## src/rtl/gqtc_pkg.sv

```systemverilog
// ----------------------------------------------------------------------------
// gqtc_pkg: shared types for the quadratic tone curve
// Register map, control point bundle and coefficient status word.
// ----------------------------------------------------------------------------
package gqtc_pkg;

  localparam int PIX_W      = 8;
  localparam int CFG_ADDR_W = 3;
  localparam int COEF_W     = 32;

  typedef enum logic [CFG_ADDR_W-1:0] {
    REG_LOW_IN   = 3'd0,
    REG_LOW_OUT  = 3'd1,
    REG_MID_IN   = 3'd2,
    REG_MID_OUT  = 3'd3,
    REG_HIGH_IN  = 3'd4,
    REG_HIGH_OUT = 3'd5
  } reg_idx_e;

  // control points as written through the config port
  typedef struct packed {
    logic [PIX_W-1:0] low_in;
    logic [PIX_W-1:0] low_out;
    logic [PIX_W-1:0] mid_in;
    logic [PIX_W-1:0] mid_out;
    logic [PIX_W-1:0] high_in;
    logic [PIX_W-1:0] high_out;
  } cfg_t;

  // Newton coefficients, signed fixed point, plus recompute status
  typedef struct packed {
    logic                     busy;
    logic signed [COEF_W-1:0] first;
    logic signed [COEF_W-1:0] second;
  } coef_t;

endpackage

```

## src/rtl/gqtc_coef.sv

```systemverilog
// ----------------------------------------------------------------------------
// gqtc_coef: Newton coefficient sequencer
// Three bit-serial divisions on one shared divider: first divided difference,
// second one, then their difference over the full input span.
// ----------------------------------------------------------------------------
module gqtc_coef
  import gqtc_pkg::*;
#(
  parameter int COEF_FRAC_BITS = 16
) (
  input  logic  clk_i,
  input  logic  rst_ni,
  input  logic  start_i,
  input  cfg_t  cfg_i,
  output coef_t coef_o
);

  // numerator magnitude: 8 integer bits, fraction, one bit of headroom
  localparam int NW = COEF_FRAC_BITS + PIX_W + 1;
  localparam int CW = $clog2(NW);
  localparam int SW = (NW + 1 > COEF_W + 1) ? NW + 1 : COEF_W + 1;
  localparam logic signed [SW-1:0] SAT_MAX = SW'(64'sd2147483647);
  localparam logic signed [SW-1:0] SAT_MIN = SW'(-64'sd2147483648);

  typedef enum logic [2:0] {
    ST_IDLE,
    ST_LOAD,
    ST_D01,
    ST_D12,
    ST_C2
  } step_e;

  step_e                    step_q;
  logic [NW-1:0]            num_q;
  logic [PIX_W-1:0]         rem_q;
  logic [PIX_W-1:0]         div_q;
  logic                     neg_q;
  logic [CW-1:0]            cnt_q;
  logic signed [NW:0]       d01_q;
  logic signed [COEF_W-1:0] c1_q;
  logic signed [COEF_W-1:0] c2_q;

  logic [PIX_W:0]           rem_sh;
  logic [PIX_W:0]           rem_sub;
  logic                     ge;
  logic [PIX_W-1:0]         rem_nx;
  logic [NW-1:0]            quo;
  logic signed [NW:0]       q_signed;
  logic signed [SW-1:0]     q_ext;
  logic [COEF_W-1:0]        sat_res;
  logic signed [NW+1:0]     diff;
  logic [NW+1:0]            diff_abs;
  logic [PIX_W-1:0]         mag01;
  logic [PIX_W-1:0]         mag12;

  // one restoring step
  assign rem_sh  = {rem_q, num_q[NW-1]};
  assign rem_sub = rem_sh - {1'b0, div_q};
  assign ge      = (rem_sh >= {1'b0, div_q});
  assign rem_nx  = ge ? rem_sub[PIX_W-1:0] : rem_sh[PIX_W-1:0];
  assign quo     = {num_q[NW-2:0], ge};

  // truncation toward zero: divide magnitudes, then apply the sign
  assign q_signed = neg_q ? -$signed({1'b0, quo}) : $signed({1'b0, quo});
  assign q_ext    = SW'(q_signed);
  assign sat_res  = (q_ext > SAT_MAX) ? SAT_MAX[COEF_W-1:0] :
                    (q_ext < SAT_MIN) ? SAT_MIN[COEF_W-1:0] : q_ext[COEF_W-1:0];

  // d12 - d01 on unsaturated values
  assign diff     = (NW+2)'(q_signed) - (NW+2)'(d01_q);
  assign diff_abs = diff[NW+1] ? -diff : diff;

  assign mag01 = (cfg_i.mid_out >= cfg_i.low_out) ? cfg_i.mid_out - cfg_i.low_out
                                                  : cfg_i.low_out - cfg_i.mid_out;
  assign mag12 = (cfg_i.high_out >= cfg_i.mid_out) ? cfg_i.high_out - cfg_i.mid_out
                                                   : cfg_i.mid_out - cfg_i.high_out;

  always_ff @(posedge clk_i or negedge rst_ni) begin
    if (!rst_ni) begin
      step_q <= ST_IDLE;
      num_q  <= '0;
      rem_q  <= '0;
      div_q  <= '0;
      neg_q  <= 1'b0;
      cnt_q  <= '0;
      d01_q  <= '0;
      // reset points give a straight line: slope one, no bend
      c1_q   <= COEF_W'(1) << COEF_FRAC_BITS;
      c2_q   <= '0;
    end else if (start_i) begin
      // registers change at this edge; pick them up next cycle
      step_q <= ST_LOAD;
    end else begin
      case (step_q)
        ST_IDLE: begin
          step_q <= ST_IDLE;
        end
        ST_LOAD: begin
          num_q  <= NW'(mag01) << COEF_FRAC_BITS;
          rem_q  <= '0;
          div_q  <= cfg_i.mid_in - cfg_i.low_in;
          neg_q  <= (cfg_i.mid_out < cfg_i.low_out);
          cnt_q  <= CW'(NW - 1);
          step_q <= ST_D01;
        end
        ST_D01: begin
          num_q <= quo;
          rem_q <= rem_nx;
          cnt_q <= cnt_q - 1'b1;
          if (cnt_q == '0) begin
            c1_q   <= sat_res;
            d01_q  <= q_signed;
            num_q  <= NW'(mag12) << COEF_FRAC_BITS;
            rem_q  <= '0;
            div_q  <= cfg_i.high_in - cfg_i.mid_in;
            neg_q  <= (cfg_i.high_out < cfg_i.mid_out);
            cnt_q  <= CW'(NW - 1);
            step_q <= ST_D12;
          end
        end
        ST_D12: begin
          num_q <= quo;
          rem_q <= rem_nx;
          cnt_q <= cnt_q - 1'b1;
          if (cnt_q == '0) begin
            num_q  <= diff_abs[NW-1:0];
            rem_q  <= '0;
            div_q  <= cfg_i.high_in - cfg_i.low_in;
            neg_q  <= diff[NW+1];
            cnt_q  <= CW'(NW - 1);
            step_q <= ST_C2;
          end
        end
        ST_C2: begin
          num_q <= quo;
          rem_q <= rem_nx;
          cnt_q <= cnt_q - 1'b1;
          if (cnt_q == '0) begin
            c2_q   <= sat_res;
            step_q <= ST_IDLE;
          end
        end
        default: begin
          step_q <= ST_IDLE;
        end
      endcase
    end
  end

  assign coef_o.busy   = (step_q != ST_IDLE);
  assign coef_o.first  = c1_q;
  assign coef_o.second = c2_q;

endmodule

```

## src/rtl/gray_quadratic_tone_curve_top.sv

```systemverilog
// ----------------------------------------------------------------------------
// gray_quadratic_tone_curve_top: quadratic tone curve for 8-bit gray pixels
// Three control points define a Newton-form parabola; pixels are mapped and
// clamped in a five-register pipeline.
// ----------------------------------------------------------------------------
// Usage:
//  - s_axis: one pixel word per handshake, tdata = pixel, tlast = frame end.
//  - m_axis: one mapped word per input word, same order; tdata = pixel,
//    tlast = frame end copy, tuser = bad-points flag.
//  - cfg: write enable, register index 0..5, 8-bit data; index 6/7 ignored.
//  - Throughput: one word per clock while m_axis_tready is high and no
//    config write or recompute runs. Stages from accept to m_axis_tvalid:
//    input compare, two multiplier stages, sum, clamp/select.
//  - A config write reruns the coefficient sequencer: a load step, then
//    three bit-serial divisions of COEF_FRAC_BITS+9 quotient bits each.
//    s_axis_tready stays low while it runs and during the write cycle.
//  - Reset clears all valid bits and loads the default points
//    (0,0) (128,128) (255,255) with their coefficients; no recompute needed.
//  - Receiver stall: each stage holds while the one after it is full and
//    stalled, bubbles are squeezed out; on a stall tready drops only when
//    every stage is full.
// ----------------------------------------------------------------------------
module gray_quadratic_tone_curve_top
  import gqtc_pkg::*;
#(
  parameter int COEF_FRAC_BITS = 16
) (
  input  logic                  clk_i,
  input  logic                  rst_ni,
  // input stream
  input  logic                  s_axis_tvalid,
  output logic                  s_axis_tready,
  input  logic [PIX_W-1:0]      s_axis_tdata,   // [7:0] pixel_in
  input  logic                  s_axis_tlast,   // frame_end_in
  // output stream
  output logic                  m_axis_tvalid,
  input  logic                  m_axis_tready,
  output logic [PIX_W-1:0]      m_axis_tdata,   // [7:0] pixel_out
  output logic                  m_axis_tlast,   // frame_end_out
  output logic                  m_axis_tuser,   // [0] points_invalid
  // config write port
  input  logic                  cfg_we_i,
  input  logic [CFG_ADDR_W-1:0] cfg_addr_i,
  input  logic [PIX_W-1:0]      cfg_wdata_i
);

  // curve value: 32x18 product plus two smaller terms, with headroom
  localparam int VW = COEF_W + 20;

  typedef enum logic [2:0] {
    SEL_LOW,
    SEL_HIGH,
    SEL_MID,
    SEL_BAD,
    SEL_CURVE
  } sel_e;

  typedef struct packed {
    sel_e sel;
    logic fe;
  } tag_t;

  // ---------------- config registers and coefficients ----------------
  cfg_t  cfg_q;
  coef_t coef;

  always_ff @(posedge clk_i or negedge rst_ni) begin
    if (!rst_ni) begin
      cfg_q.low_in   <= 8'd0;
      cfg_q.low_out  <= 8'd0;
      cfg_q.mid_in   <= 8'd128;
      cfg_q.mid_out  <= 8'd128;
      cfg_q.high_in  <= 8'd255;
      cfg_q.high_out <= 8'd255;
    end else if (cfg_we_i) begin
      case (reg_idx_e'(cfg_addr_i))
        REG_LOW_IN:   cfg_q.low_in   <= cfg_wdata_i;
        REG_LOW_OUT:  cfg_q.low_out  <= cfg_wdata_i;
        REG_MID_IN:   cfg_q.mid_in   <= cfg_wdata_i;
        REG_MID_OUT:  cfg_q.mid_out  <= cfg_wdata_i;
        REG_HIGH_IN:  cfg_q.high_in  <= cfg_wdata_i;
        REG_HIGH_OUT: cfg_q.high_out <= cfg_wdata_i;
        default: begin
          cfg_q <= cfg_q;
        end
      endcase
    end
  end

  gqtc_coef #(
    .COEF_FRAC_BITS(COEF_FRAC_BITS)
  ) u_coef (
    .clk_i  (clk_i),
    .rst_ni (rst_ni),
    .start_i(cfg_we_i),
    .cfg_i  (cfg_q),
    .coef_o (coef)
  );

  // ---------------- stage enables ----------------
  logic s1_vld_q, s2_vld_q, s3_vld_q, s4_vld_q, out_vld_q;
  logic en_o, en4, en3, en2, en1;
  logic in_acc;

  assign en_o = !out_vld_q || m_axis_tready;
  assign en4  = !s4_vld_q || en_o;
  assign en3  = !s3_vld_q || en4;
  assign en2  = !s2_vld_q || en3;
  assign en1  = !s1_vld_q || en2;

  assign s_axis_tready = en1 && !coef.busy && !cfg_we_i;
  assign in_acc        = s_axis_tvalid && s_axis_tready;

  always_ff @(posedge clk_i or negedge rst_ni) begin
    if (!rst_ni) begin
      s1_vld_q  <= 1'b0;
      s2_vld_q  <= 1'b0;
      s3_vld_q  <= 1'b0;
      s4_vld_q  <= 1'b0;
      out_vld_q <= 1'b0;
    end else begin
      if (en1)  s1_vld_q  <= in_acc;
      if (en2)  s2_vld_q  <= s1_vld_q;
      if (en3)  s3_vld_q  <= s2_vld_q;
      if (en4)  s4_vld_q  <= s3_vld_q;
      if (en_o) out_vld_q <= s4_vld_q;
    end
  end

  // ---------------- stage 1: range tests and offsets ----------------
  logic              pts_ok;
  sel_e              sel_in;
  logic [PIX_W-1:0]  t0_in;
  logic signed [8:0] t1_in;

  assign pts_ok = (cfg_q.low_in < cfg_q.mid_in) && (cfg_q.mid_in < cfg_q.high_in);
  assign t0_in  = s_axis_tdata - cfg_q.low_in;
  assign t1_in  = $signed({1'b0, s_axis_tdata}) - $signed({1'b0, cfg_q.mid_in});

  always_comb begin
    if (s_axis_tdata <= cfg_q.low_in) begin
      sel_in = SEL_LOW;
    end else if (s_axis_tdata >= cfg_q.high_in) begin
      sel_in = SEL_HIGH;
    end else if (s_axis_tdata == cfg_q.mid_in) begin
      sel_in = SEL_MID;
    end else if (!pts_ok) begin
      sel_in = SEL_BAD;
    end else begin
      sel_in = SEL_CURVE;
    end
  end

  tag_t              s1_tag_q;
  logic [PIX_W-1:0]  s1_t0_q;
  logic signed [8:0] s1_t1_q;

  always_ff @(posedge clk_i) begin
    if (en1) begin
      s1_tag_q <= '{sel: sel_in, fe: s_axis_tlast};
      s1_t0_q  <= t0_in;
      s1_t1_q  <= t1_in;
    end
  end

  // ---------------- stage 2: c1*t0 and t0*t1 ----------------
  logic signed [COEF_W+8:0] m1_d;
  logic signed [17:0]       t01_d;
  tag_t                     s2_tag_q;
  logic signed [COEF_W+8:0] s2_m1_q;
  logic signed [17:0]       s2_t01_q;

  assign m1_d  = coef.first * $signed({1'b0, s1_t0_q});
  assign t01_d = $signed({1'b0, s1_t0_q}) * s1_t1_q;

  always_ff @(posedge clk_i) begin
    if (en2) begin
      s2_tag_q <= s1_tag_q;
      s2_m1_q  <= m1_d;
      s2_t01_q <= t01_d;
    end
  end

  // ---------------- stage 3: c2*(t0*t1) ----------------
  logic signed [COEF_W+17:0] m2_d;
  tag_t                      s3_tag_q;
  logic signed [COEF_W+8:0]  s3_m1_q;
  logic signed [COEF_W+17:0] s3_m2_q;

  assign m2_d = coef.second * s2_t01_q;

  always_ff @(posedge clk_i) begin
    if (en3) begin
      s3_tag_q <= s2_tag_q;
      s3_m1_q  <= s2_m1_q;
      s3_m2_q  <= m2_d;
    end
  end

  // ---------------- stage 4: sum ----------------
  logic signed [VW-1:0] lo_fix;
  logic signed [VW-1:0] hi_fix;
  logic signed [VW-1:0] v_d;
  tag_t                 s4_tag_q;
  logic signed [VW-1:0] s4_v_q;

  assign lo_fix = VW'(cfg_q.low_out) << COEF_FRAC_BITS;
  assign hi_fix = VW'(cfg_q.high_out) << COEF_FRAC_BITS;
  assign v_d    = lo_fix + VW'(s3_m1_q) + VW'(s3_m2_q);

  always_ff @(posedge clk_i) begin
    if (en4) begin
      s4_tag_q <= s3_tag_q;
      s4_v_q   <= v_d;
    end
  end

  // ---------------- stage 5: clamp, select, output register ----------------
  logic [PIX_W-1:0] curve;
  logic [PIX_W-1:0] pix_d;
  logic             bad_d;

  // upper clamp first, so swapped end outputs still give high_out
  always_comb begin
    if (s4_v_q >= hi_fix) begin
      curve = cfg_q.high_out;
    end else if (s4_v_q <= lo_fix) begin
      curve = cfg_q.low_out;
    end else begin
      curve = s4_v_q[COEF_FRAC_BITS +: PIX_W];
    end
  end

  always_comb begin
    bad_d = 1'b0;
    case (s4_tag_q.sel)
      SEL_LOW:   pix_d = cfg_q.low_out;
      SEL_HIGH:  pix_d = cfg_q.high_out;
      SEL_MID:   pix_d = cfg_q.mid_out;
      SEL_BAD: begin
        pix_d = cfg_q.low_out;
        bad_d = 1'b1;
      end
      SEL_CURVE: pix_d = curve;
      default:   pix_d = cfg_q.low_out;
    endcase
  end

  logic [PIX_W-1:0] out_pix_q;
  logic             out_fe_q;
  logic             out_bad_q;

  always_ff @(posedge clk_i) begin
    if (en_o) begin
      out_pix_q <= pix_d;
      out_fe_q  <= s4_tag_q.fe;
      out_bad_q <= bad_d;
    end
  end

  assign m_axis_tvalid = out_vld_q;
  assign m_axis_tdata  = out_pix_q;
  assign m_axis_tlast  = out_fe_q;
  assign m_axis_tuser  = out_bad_q;

endmodule

```

## config.mk

```make
export PLATFORM = sky130hd
export DESIGN_NAME = gray_quadratic_tone_curve_top
export DESIGN_NICKNAME = d
export VERILOG_FILES = /design/src/rtl/gqtc_pkg.sv /design/src/rtl/gqtc_coef.sv /design/src/rtl/gray_quadratic_tone_curve_top.sv
export SDC_FILE = /design/constraint.sdc
export NUM_CORES = 2
export LEC_CHECK = 0
export ABC_CLOCK_PERIOD_IN_PS = 20800
export BUFFER_PORTS_ARGS = -buffer_cell sky130_fd_sc_hd__buf_2
export CORE_MARGIN = 5
export CORE_UTILIZATION = 35
export DETAILED_ROUTE_END_ITERATION = 8
export GPL_ROUTABILITY_DRIVEN = 0
export SLEW_MARGIN = 20
export SYNTH_ARGS = -nofsm -noshare
export SYNTH_HDL_FRONTEND = slang
export SYNTH_SLANG_ARGS = --single-unit
```

## constraint.sdc

```tcl
create_clock -name clk_i -period 20.8 [get_ports clk_i]
set_input_delay 4.16 -clock clk_i [delete_from_list [all_inputs] [get_ports clk_i]]
set_output_delay 4.16 -clock clk_i [all_outputs]
set_load 0.01 [all_outputs]
```

After elaboration in Yosys (flattened, before gate mapping). Cells that the tools add are included.

Output and inout port bits: 12. Bits in registers: 438. Word-level logic and storage cells: 161.

Magnitude comparators: 13. Bitwise logic cells: 1. Equal/unequal tests: 19. Add/subtract/negate cells: 16. Multiply operators: 3. Reduce and logical (&&, ||, !) cells: 37. Mux-type cells: 32.

Operators by type and width (count): one-hot mux 25 bit (4 select lines) (1); two-way mux 25 bit (3); one-hot mux 8 bit (3 select lines) (3); subtractor 8 bit (9); two-way mux 32 bit (2); two-way mux 8 bit (8); greater-or-equal comparator 52 x 25 -> 1 bit (1); <= comparator 52 x 25 -> 1 bit (1); adder 42 x 50 -> 51 bit (1); multiplier 32 x 18 -> 50 bit (1); adder 25 x 41 -> 42 bit (1); multiplier 32 x 9 -> 41 bit (1); > comparator 26 x 32 -> 1 bit (second input constant) (1); less-than comparator 26 x 32 -> 1 bit (second input constant) (1); less-than comparator 8 bit (4); subtractor 26 x 26 -> 27 bit (1); two-way mux 26 bit (1); negation 25 -> 26 bit (1); negation 25 bit (1); greater-or-equal comparator 8 bit (3); equality test 3 x 2 -> 1 bit (second input constant) (6); multiplier 9 x 9 -> 18 bit (1); AND reduction 2 bit (8); two-way mux 3 bit (5); other kinds (27) (56).

Logic depth before layout (Yosys ltp).
Depth in word-level cells: 9. Depth in mapped cells: 33. Gate-level depth less buffers: 31.

Modules after synthesis. From an unflattened synthesis, not the netlist that was laid out.

Cell total of the unflattened synthesis: 5924. Area, all modules: 55929.9 sq um.

Modules (own cells, without submodules): gray_quadratic_tone_curve_top (instances 1, seq. area each 8675.8 sq um, area an instance 45369.8 sq um, cells an instance 4615); gqtc_coef (instances 1, seq. area each 3079.2 sq um, area an instance 10560.1 sq um, cells an instance 1309).

Worst setup path before layout. OpenSTA, ideal clock, no wires.

Kind: input -> output. From: input m_axis_tready. To: output s_axis_tready. Path slack: 9.294 ns. Arrival: 7.346 ns. Stages: 5. Path through: nor2b_1 nand4_1 inv_1 nand2_1 and3_1.

Longest elaborated chain between the ends: 7.

RTL lines: start, declared (line gray_quadratic_tone_curve_top.sv:37) `input logic m_axis_tready,`; logical OR 1 bit (line gray_quadratic_tone_curve_top.sv:105) `assign en_o = !out_vld_q || m_axis_tready;`; logical OR 1 bit (line gray_quadratic_tone_curve_top.sv:106) `assign en4 = !s4_vld_q || en_o;`; logical OR 1 bit (line gray_quadratic_tone_curve_top.sv:107) `assign en3 = !s3_vld_q || en4;`; logical OR 1 bit (line gray_quadratic_tone_curve_top.sv:108) `assign en2 = !s2_vld_q || en3;`; named net en2 (line gray_quadratic_tone_curve_top.sv:102) `logic en_o, en4, en3, en2, en1;`; logical OR 1 bit (line gray_quadratic_tone_curve_top.sv:109) `assign en1 = !s1_vld_q || en2;`; logical AND 1 bit (2 in series) (line gray_quadratic_tone_curve_top.sv:111) `assign s_axis_tready = en1 && !coef.busy && !cfg_we_i;`; end, declared (line gray_quadratic_tone_curve_top.sv:32) `output logic s_axis_tready,`.

The timed path passes the listed nets, and every way through them passes these cells.

Worst setup path after layout. Same ends and word-level chain as after synthesis.

==> summary.txt <==
Run status
  • Status: completed

GRT
  • Total GRT Usage: 16.9%
  • Wire length of the first global-routing pass: 215 mm
  • Largest net degree at the start of global routing: 93
  • Initial antenna violation count: 6
  • Remaining Overflow, GRT: 0
  • Vias in the first global route: a little under 40k

STA
  • RSZ-0062 raised after global routing: false
  • Slew headroom: around a quarter
  • Fin crit share: 48.5%
  • Final setup fails: 0
  • Final hold violations: 0
  • Final min period: 10.09 ns
  • Pin slew with the least headroom to its limit: 1.12 ns
  • Setup TNS: 0 ns
  • Slew Viols, Final: 0
  • Fmax: 0.0991 GHz
  • Clock Skew: 0.0366 ns

Placement
  • Port Buf Inserts: 36
  • HPWL Detailed: 106 mm
  • Placement Cell Area: 54300 sq um

Worst setup path
  • Critical Path Fanout Max: 23
  • Reg2Reg Depth: 20
  • Crit path required time: 16.64 ns
  • CP Capture Type: output port
  • Critical path startpoint category: input pin
  • Critical path class: in -> out
  • WP data arrival: just under 6 ns

Route
  • Pre-antenna DRT Iters: 6
  • Detailed-route wire length per cell: 17.9 um
  • Iter 0 DRT Violations: 2392
  • ANT nets after route: 0
  • DR vias: between 30k and 40k
  • DRC: 0
  • Final wirelength: 131 mm
  • Vias per cell: slightly above 5

Clocking
  • CTS clk-pin slew, worst paths: 0.05 ns
  • Htree depth: 2
  • CTS root buf: clkbuf_16
  • Setup Fix Bufs, Post-CTS: 0
  • CTS tree: yes
  • Gates resized, CTS repair: 0
  • Worst-skew pair later-pin latency: 0.59 ns
  • CTS Buf Count: 48
  • CTS Buffer Depth: 3
  • # hold bufs at CTS: 0
  • # clock sinks: 402

Synthesis
  • Post-synth EDFFs: about 240
  • Synth warnings: 0
  • Ys flop type: edfxtp_1
  • Mapped Avg Cell Area: 9.57 sq um
  • Mapped Cells: 5455
  • Syn Std Cell Area: 52200 sq um
  • Mapped Nets: 6707
  • Top area cells in the synthesized netlist: fa_1, edfxtp_1, ha_1
  • Sequential area share after synthesis: ~22%
  • Async set-reset flop share out of synthesis: 39.3%
  • Cell variety after synth: about 100
  • #FFs+latches synth: 402
  • Synth area leader: fa_1
  • Share of the synthesized area in the top cell type: between 20% and 30%

Finish
  • Share of cells above drive strength 1: 4.91%
  • Layout fillers: 14.6k
  • Area grow syn2layout: 7.51%
  • Final #Nets: 6627
  • Layout Utilization: 37.9%
  • Design area: 56100 sq um
  • Most frequent cells in the layout: inv_1, fa_1, nand2_1
  • Commonest non-fill, non-tap cell in the layout: inv_1

Die
  • Vert. Die Dim: 396 um
  • Total die area: roughly 160000 sq um
  • Io pins: 37
  • Die X: 396 um
  • Initial Util: about a third
  • Num rows: 141
  • Core box area: roughly 150000 sq um

Hold path
  • Hold crit path type: reg -> reg
  • Hold path depth: 0

Job
  • Max-cap violations: 0
-- cell usage after synthesis (5+ instances only) --
master / instances
a211o_1: 8
a211oi_1: 21
a21boi_0: 10
a21o_1: 105
a21oi_1: 248
a221oi_1: 32
a31oi_1: 28
and2_1: 317
and3_1: 16
and4_1: 8
clkbuf_1: 203
dfrtp_1: 139
dfstp_2: 19
edfxtp_1: 244
fa_1: 755
ha_1: 472
inv_1: 961
mux2_2: 24
mux2i_1: 16
nand2_1: 642
nand2b_1: 70
nand3_1: 44
nand4_1: 41
nor2_1: 185
nor2b_1: 35
nor3_1: 36
nor3b_1: 5
nor4_1: 22
o211ai_1: 19
o21a_1: 38
o21ai_0: 228
o21ai_1: 11
o21bai_1: 36
o22ai_1: 7
o31ai_1: 12
o41ai_1: 8
or2_2: 9
or3_1: 12
or4_1: 6
xnor2_1: 164
xor2_1: 84
-- through the flow --
stage | hold slack (ns) | instances | setup WS, ns
6_report | 0.411 | 7345 | 10.71
5_1_grt | 0.415 | 7344 | 10.54
4_1_cts | 0.411 | 7339 | 10.67
3_5_place_dp | 0.405 | 7250 | 10.69
3_3_place_gp | 0.401 | 7248 | 10.68
2_1_floorplan | 0.400 | 5455 | 9.29
-- critical path, cell delays in order --
cell	delay [ns]
buf_2	0.10
nor2b_1	0.46
nand4_1	0.42
inv_1	0.16
nand2_1	0.07
buf_4	0.24
and3_1	0.19
buf_2	0.13
-- kinds of logic after synthesis --
group | synth area share [%]
adders and majority gates | 40.3
DFF | 21.7
buffers and inverters | 8.57
and+or+nand+nor | 13.6
AOI/OAI and AO/OA | 10.9
xor gates and xnor gates | 4.19
muxes | 0.825
-- registers in the layout, indices dropped and copies added (netlist names), 3 cells and up --
name	count
cfg_q	48
m_axis_tdata	8
s1_t0_q	8
s1_t1_q	9
s1_tag_q	4
s2_m1_q	41
s2_t01_q	18
s2_tag_q	4
s3_m1_q	41
s3_m2_q	50
s3_tag_q	4
s4_tag_q	4
s4_v_q	51
u_coef.c1_q	26
u_coef.c2_q	26
u_coef.cnt_q	5
u_coef.d01_q	3
u_coef.div_q	8
u_coef.num_q	25
u_coef.rem_q	8
u_coef.step_q	3
-- final timing paths --
kind,from,endpoint,slack (ns)
min reg2reg,s3_tag_q[2],s4_tag_q[2],0.41
min in group asynchronous,rst_ni,cfg_q[45],3.63
max in group asynchronous,rst_ni,u_coef.c1_q[1],15.69
min,s3_tag_q[2],s4_tag_q[2],0.41
max reg2reg,u_coef.c2_q[30],s3_m2_q[49],12.71
max,m_axis_tready,s_axis_tready,10.71
-- metal layers --
metal  GRT usage [%]  up-vias  share of wire (%)
met5               0        -             0.0099
li1                -    17385                  -
met3            2.35      177                5.5
met1            23.3    18636                 45
met2            28.4      887                 48
met4            4.01        2                2.4
-- area by class of cell --
class	count	area (sq um)	share of cell area, %
repair buffers	86	619	1.10
diodes	1	2.50	0.00446
flip-flops and latches	402	11300	20.1
clock buffers	59	1330	2.36
inverters	964	3620	6.45
clock inverters	30	383	0.682
well taps	1930	2410	4.30
multi-input cells	3873	36500	65.0
Power is not shown: default switching activity piles up to over one toggle a cycle in this logic, so the estimate is an artifact.
